File: config.mk
export PLATFORM = sky130hd
export DESIGN_NAME = idct_ram
export DESIGN_NICKNAME = d
export VERILOG_FILES = /design/src/hdl/idct_ram.sv
export SDC_FILE = /design/constraint.sdc
export NUM_CORES = 1
export LEC_CHECK = 0
export ABC_AREA = 1
export BUFFER_PORTS_ARGS = -buffer_cell sky130_fd_sc_hd__buf_2
export CORE_MARGIN = 4
export CORE_UTILIZATION = 35
export CTS_BUF_LIST = sky130_fd_sc_hd__clkbuf_8
export CTS_CLUSTER_SIZE = 20
export DETAILED_ROUTE_END_ITERATION = 16
export GPL_TIMING_DRIVEN = 0
export PLACE_DENSITY = 0.59
export RECOVER_POWER = 100
export SLEW_MARGIN = 20
export SYNTH_ARGS = -nofsm -noshare
export SYNTH_HDL_FRONTEND = slang
export SYNTH_SLANG_ARGS = --single-unit
File: constraint.sdc
create_clock -name clk -period 2.8 [get_ports clk]
set_clock_uncertainty 0.15 [all_clocks]
set_input_delay 0.14 -clock clk [delete_from_list [all_inputs] [get_ports clk]]
set_output_delay 0.14 -clock clk [all_outputs]
set_load 0.005 [all_outputs]
File: src/hdl/idct_ram.sv
`timescale 1ns / 1ps
module idct_ram #(
  parameter int WIDTH = 8,
  parameter int DEPTH = 64
) (
  input  logic                     clk,
  input  logic                     we,
  input  logic [$clog2(DEPTH)-1:0] waddr,
  input  logic [WIDTH-1:0]         wdata,
  input  logic [$clog2(DEPTH)-1:0] raddr,
  output logic [WIDTH-1:0]         rdata
);

  logic [WIDTH-1:0] mem [DEPTH];

  // One write port, one registered read port
  always_ff @(posedge clk) begin
    if (we) begin
      mem[waddr] <= wdata;
    end
    rdata <= mem[raddr];
  end

endmodule

==> results.toml <==
[outcome]
status = "finished with violations"
violations = "max-capacitance violations, max-slew violations, negative setup slack"

[drt]
via_count = 14700
dr_wl_met2_mm = 29.8
viasPerCell = 5.28
wl_met3_mm = 5.80
dr.pass1.iters = 6
wl_per_cell_um = 23.3
drt-initial-drc-count = 1722
ant_nets = 0
routed_wirelength_mm = 65.0
route.detailed.drc = 0
routed.top_layer = "met4"
drt-met1-wl_mm = 27.4

[yosys]
yosys.area.top_type_share = 0.720
synth_seq_area_share = 0.728
synth.most_common_cell = "nand2_1"
synth_cell_type_count = 16
ys_seq_elements = 520
synth-edff-count = 512
netlist_instances = 1805
synth_warnings = 0
async_flop_share = 0
synth_nets = 1827
synth_area_leaders = "edfxtp_1 72%, nand2_1 11%, nand3_1 10%"
post_synth_instance_area_mm2 = 0.0213
synth_top_area_cell = "edfxtp_1"
syn_area_per_cell_um2 = 11.8
ys.flop_type = "edfxtp_1"
netlist_top_cells_count = "648 x nand2_1, 512 x edfxtp_1, 439 x nand3_1"

[clock_network]
cts_tree = "built"
post-cts-setup-buffers = 0
clk_path_buf_depth = 3
numCtsBuffers = 86
clock_latency_ps = 670
cts_root_buffer = "clkbuf_8"
htreeDepth = 3
clk_pin_slew_worst_paths_ps = 60
cts_sinks = 520

[power_and_ir_drop]
p_sw_frac = 0.242
power.leakage_nw = 8.79
power_frac_clock = 0.381
total_power_mw = 15.9
p_seq_frac = 0.544
p_comb_frac = 0.075
intPower_mw = 12.0
ir_worst_vdd_v = 0.000314
switchingPower_mw = 3.85
p_per_area_mw_per_mm2 = 657

[placement]
place_congestion = 0.958
dp_cells = 2617
post-dp-hpwl_mm = 42.9
io_buffers = 21

[global_routing]
grt_pass1_wl_mm = 94.1
grt_max_degree = 65
grt-ovfl-total = 0
grt_pass1_vias = 14100
gr-usage-all-layers = 0.199
antenna_found_initial = 2

[sta]
worst_slew_pin_slew_ps = 1700
finalSetupViolCount = 9
layout_worst_path_cycle_share = 1.00
finalHoldViolations = 0
period_needed_ps = 2810
holdWs_ps = 201
final.setup.worst_slack_ps = -7.62
slew_viol_final = 390
max_clock_freq_mhz = 356
max_slew_margin = -0.136
rsz0062_at_grt = "true"

[critical_path]
critPathRequiredTime_ps = 2920
path_class = "in -> reg"
endpoint_kind = "flop"
worstPathMaxFanout = 9
cp.arrival_ps = 2930
start_kind = "input pin"

[floorplanning]
die_w_um = 255
ioPinCount = 30
initial_core_util = 0.354
core_area_mm2 = 0.0604
fp.dieArea_mm2 = 0.0650
rows = 90
die_y_um = 255

[final_layout]
area_delta_synth_final_pct = 13.3
drive_gt1_frac = 0.110
fin_cells = 2784
nets = 1958
utilization = 0.401

[flow_run]
drv_cap = 6

[min_path]
hp-class = "in -> reg"
flip-flops by register name, indices dropped and copies added (netlist names):
signal and flops:
rdata 8, mem 512
power groups by stage:
| stage | Clock, mW | Combinational, mW | Sequential (mW) |
|---|---|---|---|
| 5_1_grt | 6.53 | 1.26 | 8.65 |
| 3_5_place_dp | 0 | 1.16 | 8.80 |
| 3_3_place_gp | 0 | 1.13 | 8.80 |
| 4_1_cts | 6.16 | 1.18 | 8.64 |
| 6_report | 6.06 | 1.18 | 8.65 |
| 2_1_floorplan | 0 | 0.605 | 8.80 |
what timing repair did:
item	CTS	global route
gates resized for setup	0	4
hold buffers	13	0
endpoints found under the setup margin	0	38
endpoints found under the hold margin	511	0
cell type report:
cell class | count | area [um2]
Antenna cell | 1 | 2.50
Buffer | 113 | 807
Clock buffer | 92 | 1270
Clock inverter | 61 | 278
Fill cell | 5819 | 36200
Inverter | 12 | 50.0
Multi-Input combinational cell | 1160 | 5010
Sequential cell | 520 | 15500
Tap cell | 782 | 978
Timing Repair Buffer | 43 | 262
metal layers:
layer,up-vias,GRT usage
li1,6627,-
met1,7228,0.277
met2,726,0.316
met3,127,0.0408
met4,0,0.0627
met5,-,0
critical path: stages:
cell and delay, ps:
dlygate4sd3_1 570, clkbuf_1 250, inv_1 310, nand4_1 640, nor2_1 1000
cells in the final DEF, fill, tap and decap left out, drive strengths merged:
cell type    count
nor2            56
nand2          648
edfxtp         512
clkinvlp         2
nand3          439
diode            1
dlygate4sd3     13
buf            103
nand4            9
dfxtp            8
clkinv          18
bufinv           1
nor4             8
inv             52
clkbuf         132
worst paths after layout:
path,start,endpoint,slack [ps],depth (start not counted)
min,raddr[3],rdata[0],200,5
max reg2reg,mem[39][3],rdata[3],1110,8
max,waddr[0],mem[28][5],-8,5
min reg2reg,mem[46][7],rdata[7],760,8
kinds of logic after synthesis:
family | share of synthesized area
buffers and inverters | 0.0402
DFF | 0.728
and+or+nand+nor | 0.232
stage by stage:
step | worst slack [ps] | setup TNS, ps | instance area [um2]
after floorplan | 744 | 0 | 21300
after global placement | -157 | -5420 | 22400
after detailed placement | -18.5 | -142 | 22600
after CTS | 85.9 | 0 | 24200
after global routing | -5.64 | -27.7 | 24200
final | -7.62 | -34.8 | 24200
(Power assumes the default switching activity.)
