$ cat src/hdl/idct_pkg.sv
`timescale 1ns / 1ps
package idct_pkg;

  // Block geometry
  localparam int EDGE     = 8;
  localparam int EDGE_LOG = 3;
  localparam int NPIX     = EDGE * EDGE;
  localparam int ADDR_W   = 2 * EDGE_LOG;

  // Field and store widths
  localparam int COEF_W  = 21;
  localparam int ROW_W   = 32;
  localparam int PIX_W   = 8;
  localparam int PIX_MAX = 255;
  localparam int SUM_W   = ROW_W + 2;

  localparam int FRAC_BITS_DEF = 13;

  // Butterfly constants, Q30
  localparam longint Q30_ROT_K     = 64'sd581104888;
  localparam longint Q30_ROT_A     = 64'sd1984016189;
  localparam longint Q30_ROT_B     = 64'sd821806414;
  localparam longint Q30_ODD_SCALE = 64'sd1262586814;
  localparam longint Q30_X7        = 64'sd320652955;
  localparam longint Q30_X5        = 64'sd2204520673;
  localparam longint Q30_X3        = 64'sd3299298342;
  localparam longint Q30_X1        = 64'sd1612031267;
  localparam longint Q30_P71       = 64'sd966342111;
  localparam longint Q30_P53       = 64'sd2751909507;
  localparam longint Q30_P73       = 64'sd2106220351;
  localparam longint Q30_P51       = 64'sd418953276;

  // Round a Q30 constant to the working fraction width
  function automatic longint fixc(input longint q30, input int frac);
    return (q30 + (longint'(1) <<< (29 - frac))) >>> (30 - frac);
  endfunction

  typedef enum logic [2:0] {
    ST_IDLE,
    ST_READ,
    ST_BFLY,
    ST_WRITE,
    ST_EMIT
  } back_state_t;

  // Control from the transform engine back to the loader
  typedef struct packed {
    logic pop;
    logic lock;
  } blk_ctl_t;

endpackage

$ cat src/hdl/idct_front.sv
`timescale 1ns / 1ps
module idct_front import idct_pkg::*; (
  input  logic                     clk,
  input  logic                     rst,
  input  logic                     start,
  input  logic signed [COEF_W-1:0] coefficient,
  input  blk_ctl_t                 ctl,
  output logic                     busy,
  output logic                     pending,
  output logic                     we,
  output logic [ADDR_W-1:0]        waddr,
  output logic [COEF_W-1:0]        wdata
);

  logic [ADDR_W-1:0] load_count;
  logic              accept;

  // Stall while a full block waits or the engine still reads the store
  assign busy   = pending | ctl.lock;
  assign accept = start & ~busy;

  assign we    = accept;
  assign waddr = load_count;
  assign wdata = coefficient;

  // Count loads; queue one block request when the store is full
  always_ff @(posedge clk) begin
    if (rst) begin
      load_count <= '0;
      pending    <= 1'b0;
    end else begin
      if (accept) begin
        if (load_count == ADDR_W'(NPIX - 1)) begin
          load_count <= '0;
          pending    <= 1'b1;
        end else begin
          load_count <= load_count + 1'b1;
        end
      end
      if (ctl.pop) begin
        pending <= 1'b0;
      end
    end
  end

endmodule

$ cat config.mk
export PLATFORM = sky130hd
export DESIGN_NAME = idct_front
export DESIGN_NICKNAME = d
export VERILOG_FILES = /design/src/hdl/idct_pkg.sv /design/src/hdl/idct_front.sv
export SDC_FILE = /design/constraint.sdc
export NUM_CORES = 1
export LEC_CHECK = 0
export ABC_AREA = 1
export BUFFER_PORTS_ARGS = -buffer_cell sky130_fd_sc_hd__buf_2
export CORE_UTILIZATION = 34
export CTS_CLUSTER_SIZE = 40
export DETAILED_ROUTE_END_ITERATION = 12
export PLACE_DENSITY = 0.78
export SLEW_MARGIN = 0
export SYNTH_ARGS = -nofsm -noshare
export SYNTH_HDL_FRONTEND = slang
export SYNTH_SLANG_ARGS = --single-unit
$ cat constraint.sdc
create_clock -name clk -period 1.45 [get_ports clk]
set_input_delay 0.145 -clock clk [delete_from_list [all_inputs] [get_ports clk]]
set_output_delay 0.145 -clock clk [all_outputs]
set_load 0.02 [all_outputs]
==> results.cfg, run 1 <==
[final_layout]
antennaDiodeCount = 0
stdcell_area_sq_um = 495
area.growth.synth_to_final_pct = -8.55
finalNetCount = 95
drive_gt1_frac = 0.403
num-fill-cells = 160

[die]
core_sq_um = 1490
start_util = 0.364
rows = 14
die_h_um = 41.9
die_area_sq_um = 1760
io_pins = 56
die_x_um = 41.9

[placed_design]
finalWeightedCongestion = 0.785
io_buffers = 13
place_area_sq_um = 469
dpl.hpwl_um = 695

[synth]
synth_edf_count = 0
syn_nets = 98
synth_cells = 71
yosysUniqueCellTypes = 18
ys_ff_latch = 7
async_reset_ff_frac = 0
ys.flop_type = dfxtp_1
syn_avg_cell_area_sq_um = 7.63
netlist_area_sq_um = 542
ys_seq_area_frac = 0.259
yosys.area.top_type_share = 0.291
synth_top_area_cell = buf_4
synth_area_leaders = buf_4 29%, dfxtp_1 26%, nand2_1 6.2%
ys_warn_count = 0
yosysMostFrequentCell = buf_4
synthTopCellsByCount = 21 x buf_4, 9 x nand2_1, 7 x dfxtp_1, 7 x nor2_1, 5 x inv_1

[timing]
finClkSkew_ps = 3.66
layout_min_cycle_time_ps = 1190
hold_violations = 0
finalSetupViolCount = 0
slew_headroom = 0.882
finalSetupTns_ps = 0
timing.final.crit_share = 0.820
rsz0062_at_grt = false
finalMaxSlewViolations = 0
worst_slew_pin_slew_ps = 176
max_freq_mhz = 841

[route]
drc = 0
dr.pass1.iters = 3
post_drt_via_cell_ratio = 4.72
routedWlPerCell_um = 10.7
routed_wl_um = 887
antenna_left = 0
vias = 392
drtIter0Drc = 8

[run_status]
status = finished clean

[clock_tree]
clockRootBuffer = clkbuf_4
cts_buffer_depth = 2
cts.sinks = 7
ctsResizeCount = 0
hold_buffers = 0
clk_transition_reported_paths_ps = 60
cts_tree = yes
h-tree-depth = 1
cts-buffers-inserted = 3
clock_latency_ps = 260
cts_setup_buffers = 0

[job]
drv_cap = 0

[global_route]
track_usage = 0.104
grt_pass1_vias = 372
grt_overflow = 0
grt_pass1_wl_mm = 1.36
antenna_found_initial = 0
grt_max_degree = 8

[critical_path]
critPathTopFamily = flip-flops
path_buf_inv = 2
cp-end-kind = output port
required_ps = 1310
worstSetupStartpointType = flop
cp_max_fo = 7
cp_data_arrival_time_ps = 1040
cpPeakStageDelay_ps = 310
slowest_stage = dfxtp_1
critPathKind = reg2out
crit_path_cell_trace = inv_2 > nand2_4 > nor2_8 > buf_2

[power]
vdd_drop_max_uv = 319
leakage_nw = 0.261
total_power_mw = 0.443
power_density_nw_per_um2 = 894

[worst_hold_path]
hp-class = in2reg
-- stage by stage --
stage / setup slack (ps) / util / hold slack [ps] / instances
final: 262 / 0.333 / 66.7 / 83
after global routing: 176 / 0.333 / 67.3 / 83
after CTS: 245 / 0.333 / 64.9 / 83
after detailed placement: 261 / 0.315 / 290 / 79
after global placement: 341 / 0.315 / 290 / 79
after floorplan: 208 / - / 214 / 71
-- registers in the layout (all words and copies together), names as in the netlist --
signal / flops
pending: 1
waddr: 6
-- layout by cell type, fill, tap and decap left out --
master    count
dfxtp_1       7
nand2_1       9
o21ai_1       1
clkbuf_1      1
inv_2         3
a21oi_1       3
nor2_8        1
inv_1         5
nand4_2       1
ha_1          1
nand2_4       1
nand3_1       4
nand3_2       2
xor2_1        1
or2_2         2
nor2_4        1
buf_2        13
o21ai_0       1
clkbuf_4      3
nor2_1        7
-- cell families (layout without fill, tap and decap cells) --
group           after synthesis  after routing  share of synthesized area
xor+xnor                      1              1                     0.0162
buf+inv                      29             25                      0.346
simple gates                 28             28                      0.309
flops                         7              7                      0.259
compound gates                5              5                     0.0462
fa+ha+maj                     1              1                     0.0231
-- layer usage --
layer | track usage | up-vias | routed length, um
met1 | 0.0777 | 177 | 308
li1 | - | 193 | -
met3 | 0.0391 | 9 | 87
met4 | 0.103 | 0 | 38
met5 | 0 | - | 0
met2 | 0.191 | 13 | 453
-- power breakdown --
group | switching (mW) | internal [mW]
sequential | 0.00494 | 0.197
combinational | 0.0342 | 0.0212
clock | 0.0799 | 0.106
-- area by class of cell --
| cell class | count | area [sq um] | share of cell area |
|---|---|---|---|
| clock buffer | 4 | 26.3 | 0.0530 |
| multi-input combinational | 35 | 214 | 0.432 |
| tap | 16 | 20.0 | 0.0404 |
| inverter | 8 | 30.0 | 0.0606 |
| timing repair buffer | 13 | 65.1 | 0.131 |
| sequential | 7 | 140 | 0.283 |
-- final timing paths --
| kind | startpoint | end | slack [ps] | cells after the start |
|---|---|---|---|---|
| hold reg to reg | pending | pending | 510 | 2 |
| hold / removal | rst | waddr[2] | 70 | 2 |
| setup / recovery | pending | we | 260 | 4 |
| setup reg to reg | waddr[0] | waddr[5] | 270 | 6 |
(Power assumes the default switching activity.)
==> run 2, diff against run 1 <==
--- a/config.mk
+++ b/config.mk
@@ -5,12 +5,12 @@
 export SDC_FILE = /design/constraint.sdc
 export NUM_CORES = 1
 export LEC_CHECK = 0
-export ABC_AREA = 1
+export ABC_AREA = 0
 export BUFFER_PORTS_ARGS = -buffer_cell sky130_fd_sc_hd__buf_2
-export CORE_UTILIZATION = 34
+export CORE_UTILIZATION = 29
 export CTS_CLUSTER_SIZE = 40
 export DETAILED_ROUTE_END_ITERATION = 12
-export PLACE_DENSITY = 0.78
+export PLACE_DENSITY = 0.73
 export SLEW_MARGIN = 0
 export SYNTH_ARGS = -nofsm -noshare
 export SYNTH_HDL_FRONTEND = slang
==> constraint.sdc (replaced) <==
create_clock -name clk -period 1.02 [get_ports clk]
set_input_delay 0.102 -clock clk [delete_from_list [all_inputs] [get_ports clk]]
set_output_delay 0.102 -clock clk [all_outputs]
set_load 0.02 [all_outputs]
==> run 2 against run 1 <==
Net effect:
- the run now ends with DRC, setup timing left
- worst setup slack got worse by 630 ps
- utilization rose by 8.3 points
- via count rose by 9.4%
- global-route usage rose by 3.0 points
- clock skew rose by 4.0 ps
==> results.cfg, run 2 <==
[final_layout]
drive_gt1_frac = 0.648
area.growth.synth_to_final_pct = 29.2
fin_util = 0.416
antennaDiodeCount = 0
finalNetCount = 99
final_cell_mix = 12 x buf_4, 10 x buf_2, 7 x buf_6
num-fill-cells = 153
largest_register_ffs = 6
stdcell_area_sq_um = 648
layout.area.seq_sq_um = 153
multi_input_area_sq_um = 223
final_common_cell = buf_4

[clock_tree]
cts_tree = yes
clockRootBuffer = clkbuf_4
clock_latency_ps = 260
clk_transition_reported_paths_ps = 60
h-tree-depth = 1
cts.sinks = 7
cts_buffer_depth = 2
cts-buffers-inserted = 3
hold_buffers = 0

[synth]
netlist_area_sq_um = 502
synth_top_area_cell = buf_4
syn_avg_cell_area_sq_um = 8.36
ys_warn_count = 0
synthTopCellsByCount = 21 x buf_4, 7 x dfxtp_1, 5 x a21oi_1
yosysMostFrequentCell = buf_4
synth_area_leaders = buf_4 31%, dfxtp_1 28%, a21oi_1 5.0%
synth_cells = 60
syn_nets = 87
synth_edf_count = 0
ys_ff_latch = 7
yosys.area.top_type_share = 0.314
yosysUniqueCellTypes = 22
ys.flop_type = dfxtp_1
ys_seq_area_frac = 0.279
async_reset_ff_frac = 0

[placed_design]
io_buffers = 13
finalWeightedCongestion = 0.705
dpl.hpwl_um = 730
place_area_sq_um = 534

[die]
io_pins = 56
start_util = 0.322
die_h_um = 43.6
die_x_um = 43.6
core_sq_um = 1560
rows = 14
die_area_sq_um = 1900

[critical_path]
critPathKind = reg2reg
worstSetupStartpointType = flop
cp_data_arrival_time_ps = 1580
cp_max_fo = 5
cp-end-kind = flop
required_ps = 1210

[global_route]
grt_pass1_wl_mm = 1.89
antenna_found_initial = 0
grt_pass1_vias = 456
grt_max_degree = 8
grt_overflow = 0
track_usage = 0.134

[run_status]
violations = DRC, setup timing
status = complete, but fails checks

[power]
power_density_nw_per_um2 = 1010
total_power_mw = 0.657
vdd_drop_max_uv = 675
leakage_nw = 0.297

[job]
drv_cap = 0

[timing]
max_freq_mhz = 719
rsz0062_at_grt = true
finalMaxSlewViolations = 0
layout_min_cycle_time_ps = 1390
finClkSkew_ps = 7.65
finalSetupViolCount = 9
worst_slew_pin_slew_ps = 289
slew_headroom = 0.806
finalWorstSetupSlack_ps = -370
timing.final.crit_share = 1.36
hold_violations = 0

[route]
antenna_left = 0
routed_wl_mm = 1.13
vias = 429
drtIter0Drc = 12
routedWlPerCell_um = 13.0
post_drt_via_cell_ratio = 4.93
dr.pass1.iters = 8
drc = 4

[worst_hold_path]
hp-class = in2reg
## run 2: cell types whose count changed in the layout (fill, tap and decap cells not counted), sizes merged, moves of 2 or more
cell	delta
buf	+16
nand3	-4
or3	+3
a21oi	+2
nor3	+2
inv	-6
nand2	-8
nor2	-7
## run 2: layer usage
layer  wire length, um  global-route usage
met4                 0              0.0438
met1               459               0.155
met2               532               0.206
met3               137              0.0792
met5                 0                   0
## run 2: path summary, 6_finish.rpt
check / endpoint / startpoint / cells past startpoint / slack (ps)
worst max-delay path: waddr[2] / pending / 4 / -370
worst min-delay path: pending / ctl[1] / 3 / 80
worst max register to register: waddr[2] / pending / 4 / -370
worst min register to register: waddr[5] / waddr[5] / 2 / 530
## run 2: cell families (layout without fill, tap and decap cells)
logic type,Yosys count,count (layout),share of synthesized area
compound gates,11,11,0.127
mux,1,1,0.0200
flops,7,7,0.279
fa+ha+maj,1,1,0.0249
xor+xnor,1,1,0.0175
buf+inv,24,35,0.352
simple gates,15,15,0.180
## run 2: cell type report
class / count / share of cell area
Multi-Input combinational cell: 29 / 0.344
Timing Repair Buffer: 29 / 0.338
Sequential cell: 7 / 0.236
Clock buffer: 4 / 0.0405
Tap cell: 16 / 0.0309
Inverter: 2 / 0.0116
## run 2: what timing repair did
item	4_1_cts	5_1_grt
buffers inserted	4	1
endpoints found under the setup margin	9	11
gates resized for setup	14	4
pin swaps	3	4
## run 2: per-stage QoR
stage	setup slack, ps	instances	hold slack, ps	TNS, ps
6_report	-370	87	78.1	-2650
5_1_grt	-401	87	86.9	-2970
4_1_cts	-376	87	73.0	-2980
3_5_place_dp	-425	79	204	-2430
3_3_place_gp	-372	79	204	-2110
2_1_floorplan	-400	60	164	-1720
## run 2: critical path, stage by stage, from the launching register on
cell and delay, ps:
dfxtp_4 340, or3b_4 410, buf_6 150, or3_4 320, a21oi_2 110
## run 2: power breakdown
part | internal [mW] | total [mW] | switching, mW
clock | 0.150 | 0.260 | 0.110
combinational | 0.0648 | 0.116 | 0.0512
sequential | 0.275 | 0.281 | 0.00569
total | 0.490 | 0.657 | 0.167
==> run 3, diff against run 2 <==
--- a/config.mk
+++ b/config.mk
@@ -6,11 +6,11 @@
 export NUM_CORES = 1
 export LEC_CHECK = 0
 export ABC_AREA = 0
-export BUFFER_PORTS_ARGS = -buffer_cell sky130_fd_sc_hd__buf_2
-export CORE_UTILIZATION = 29
+export CORE_AREA = 2 2 39 41
 export CTS_CLUSTER_SIZE = 40
 export DETAILED_ROUTE_END_ITERATION = 12
-export PLACE_DENSITY = 0.73
+export DIE_AREA = 0 0 41 43
+export DONT_BUFFER_PORTS = 1
 export SLEW_MARGIN = 0
 export SYNTH_ARGS = -nofsm -noshare
 export SYNTH_HDL_FRONTEND = slang
==> constraint.sdc (replaced) <==
create_clock -name clk -period 1.4 [get_ports clk]
set_input_delay 0 -clock clk [delete_from_list [all_inputs] [get_ports clk]]
set_output_delay 0 -clock clk [all_outputs]
set_load 0.02 [all_outputs]
==> run 3 against run 2 <==
Net effect:
- the run now ends clean
- largest power group unchanged
- clock skew down 6.2 ps
- combinational power down 60%
- clock power down 27%
- die area down 7.2%
- via count down 19%
==> results.cfg, run 3 (synthesized netlist as in run 2, its figures left out) <==
[final_layout]
antennaDiodeCount = 0
finalNetCount = 80
largest_register_ffs = 6
final_common_cell = buf_4
area.growth.synth_to_final_pct = -3.99
drive_gt1_frac = 0.365
num-fill-cells = 158
final_cell_mix = 8 x buf_4, 5 x a21oi_1, 5 x dfxtp_1
stdcell_area_sq_um = 482

[route]
met1_length_um = 321
wl_met3_um = 134
drtIter0Drc = 2
dr.pass1.iters = 4
routedWlPerCell_um = 13.2
antenna_left = 0
routed_wl_um = 899
top_layer_used = met4
vias = 348
post_drt_via_cell_ratio = 5.12
drc = 0
wl_met2_um = 414

[global_route]
grt_pass1_wl_mm = 1.42
antenna_found_initial = 0
grt_pass1_vias = 341
track_usage = 0.128
grt_overflow = 0
grt_max_degree = 8

[timing]
timing.final.crit_share = 0.969
rsz0062_at_grt = true
worst_slew_pin_slew_ps = 347
max_freq_mhz = 737
finalSetupViolCount = 0
finalMaxSlewViolations = 0
hold_violations = 0
finClkSkew_ps = 1.46
layout_min_cycle_time_ps = 1360
slew_headroom = 0.768

[clock_tree]
clockRootBuffer = clkbuf_4
clk_transition_reported_paths_ps = 50
cts.sinks = 7
clock_latency_ps = 260
cts_buffer_depth = 2
h-tree-depth = 1
cts_tree = yes
cts-buffers-inserted = 3

[placed_design]
finalWeightedCongestion = 0.778
dpl.hpwl_um = 646
io_buffers = 0
place_area_sq_um = 424

[die]
die_h_um = 43
rows = 14
core_sq_um = 1380
io_pins = 56
start_util = 0.363
die_area_sq_um = 1760
die_x_um = 41

[critical_path]
worstSetupStartpointType = flop
cp_data_arrival_time_ps = 1540
critPathKind = reg2reg
r2r_cells = 3
cp_max_fo = 7
cp-end-kind = flop
required_ps = 1590

[worst_hold_path]
min_path_cells = 0
hp-class = in2out

[run_status]
status = finished clean

[power]
vdd_drop_max_uv = 456
leakage_nw = 0.182
total_power_mw = 0.442
power_density_nw_per_um2 = 918

[job]
drv_cap = 0
[run 3: cell types whose count changed in the layout (fill, tap and decap cells not counted), moves of 2 or more]
cell,delta
a21oi_1,+3
a21oi_2,-3
buf_2,-10
buf_4,-4
buf_6,-7
dfxtp_1,+2
dfxtp_4,-2
dlygate4sd3_1,+2
[run 3: worst paths after layout]
path,start,endpoint,slack (ps)
min,coefficient[4],wdata[4],0.007
max,pending,waddr[5],40
min reg2reg,waddr[2],waddr[2],550
max reg2reg,pending,waddr[5],40
[run 3: final cells by class]
cell class	instances	area [sq um]	area share
clock buffers	4	26.3	0.0545
well taps	16	20.0	0.0416
inverters	2	7.51	0.0156
flip-flops and latches	7	145	0.301
multi-input cells	29	203	0.421
repair buffers	10	80.1	0.166
[run 3: stage by stage]
step	setup slack, ps	hold slack [ps]	TNS [ps]	std cells	util
finish	43.5	0.00724	0	68	0.348
floorplan	-20.5	69.1	-20.5	60	-
CTS	41.5	0.137	0	68	0.342
detailed placement	7.41	0.137	0	62	0.307
global placement	33.8	0.137	0	62	0.307
global route	-8.36	0.0292	-8.36	68	0.348
[run 3: metal layers]
layer	vias up	GRT usage
met1	162	0.129
met4	0	0.0867
met2	13	0.169
li1	168	-
met5	-	0
met3	5	0.105
[run 3: worst max-delay path, cell delays in order, from the launching register on]
cell     delay [ps]
dfxtp_4         330
or3b_4          400
or4_1           410
a21oi_1         140
[run 3: power by group]
part           total, mW  internal, mW  switching [mW]
registers          0.207         0.202         0.00535
clock network      0.189         0.109          0.0798
logic             0.0462        0.0220          0.0243
[run 3: what timing repair did]
item	in CTS	in global routing
setup endpoints to repair	1	3
gates resized for setup	1	3
pin swaps	0	0
gates cloned	0	0
buffers inserted	0	0
hold buffers	2	0
endpoints found under the hold margin	7	0
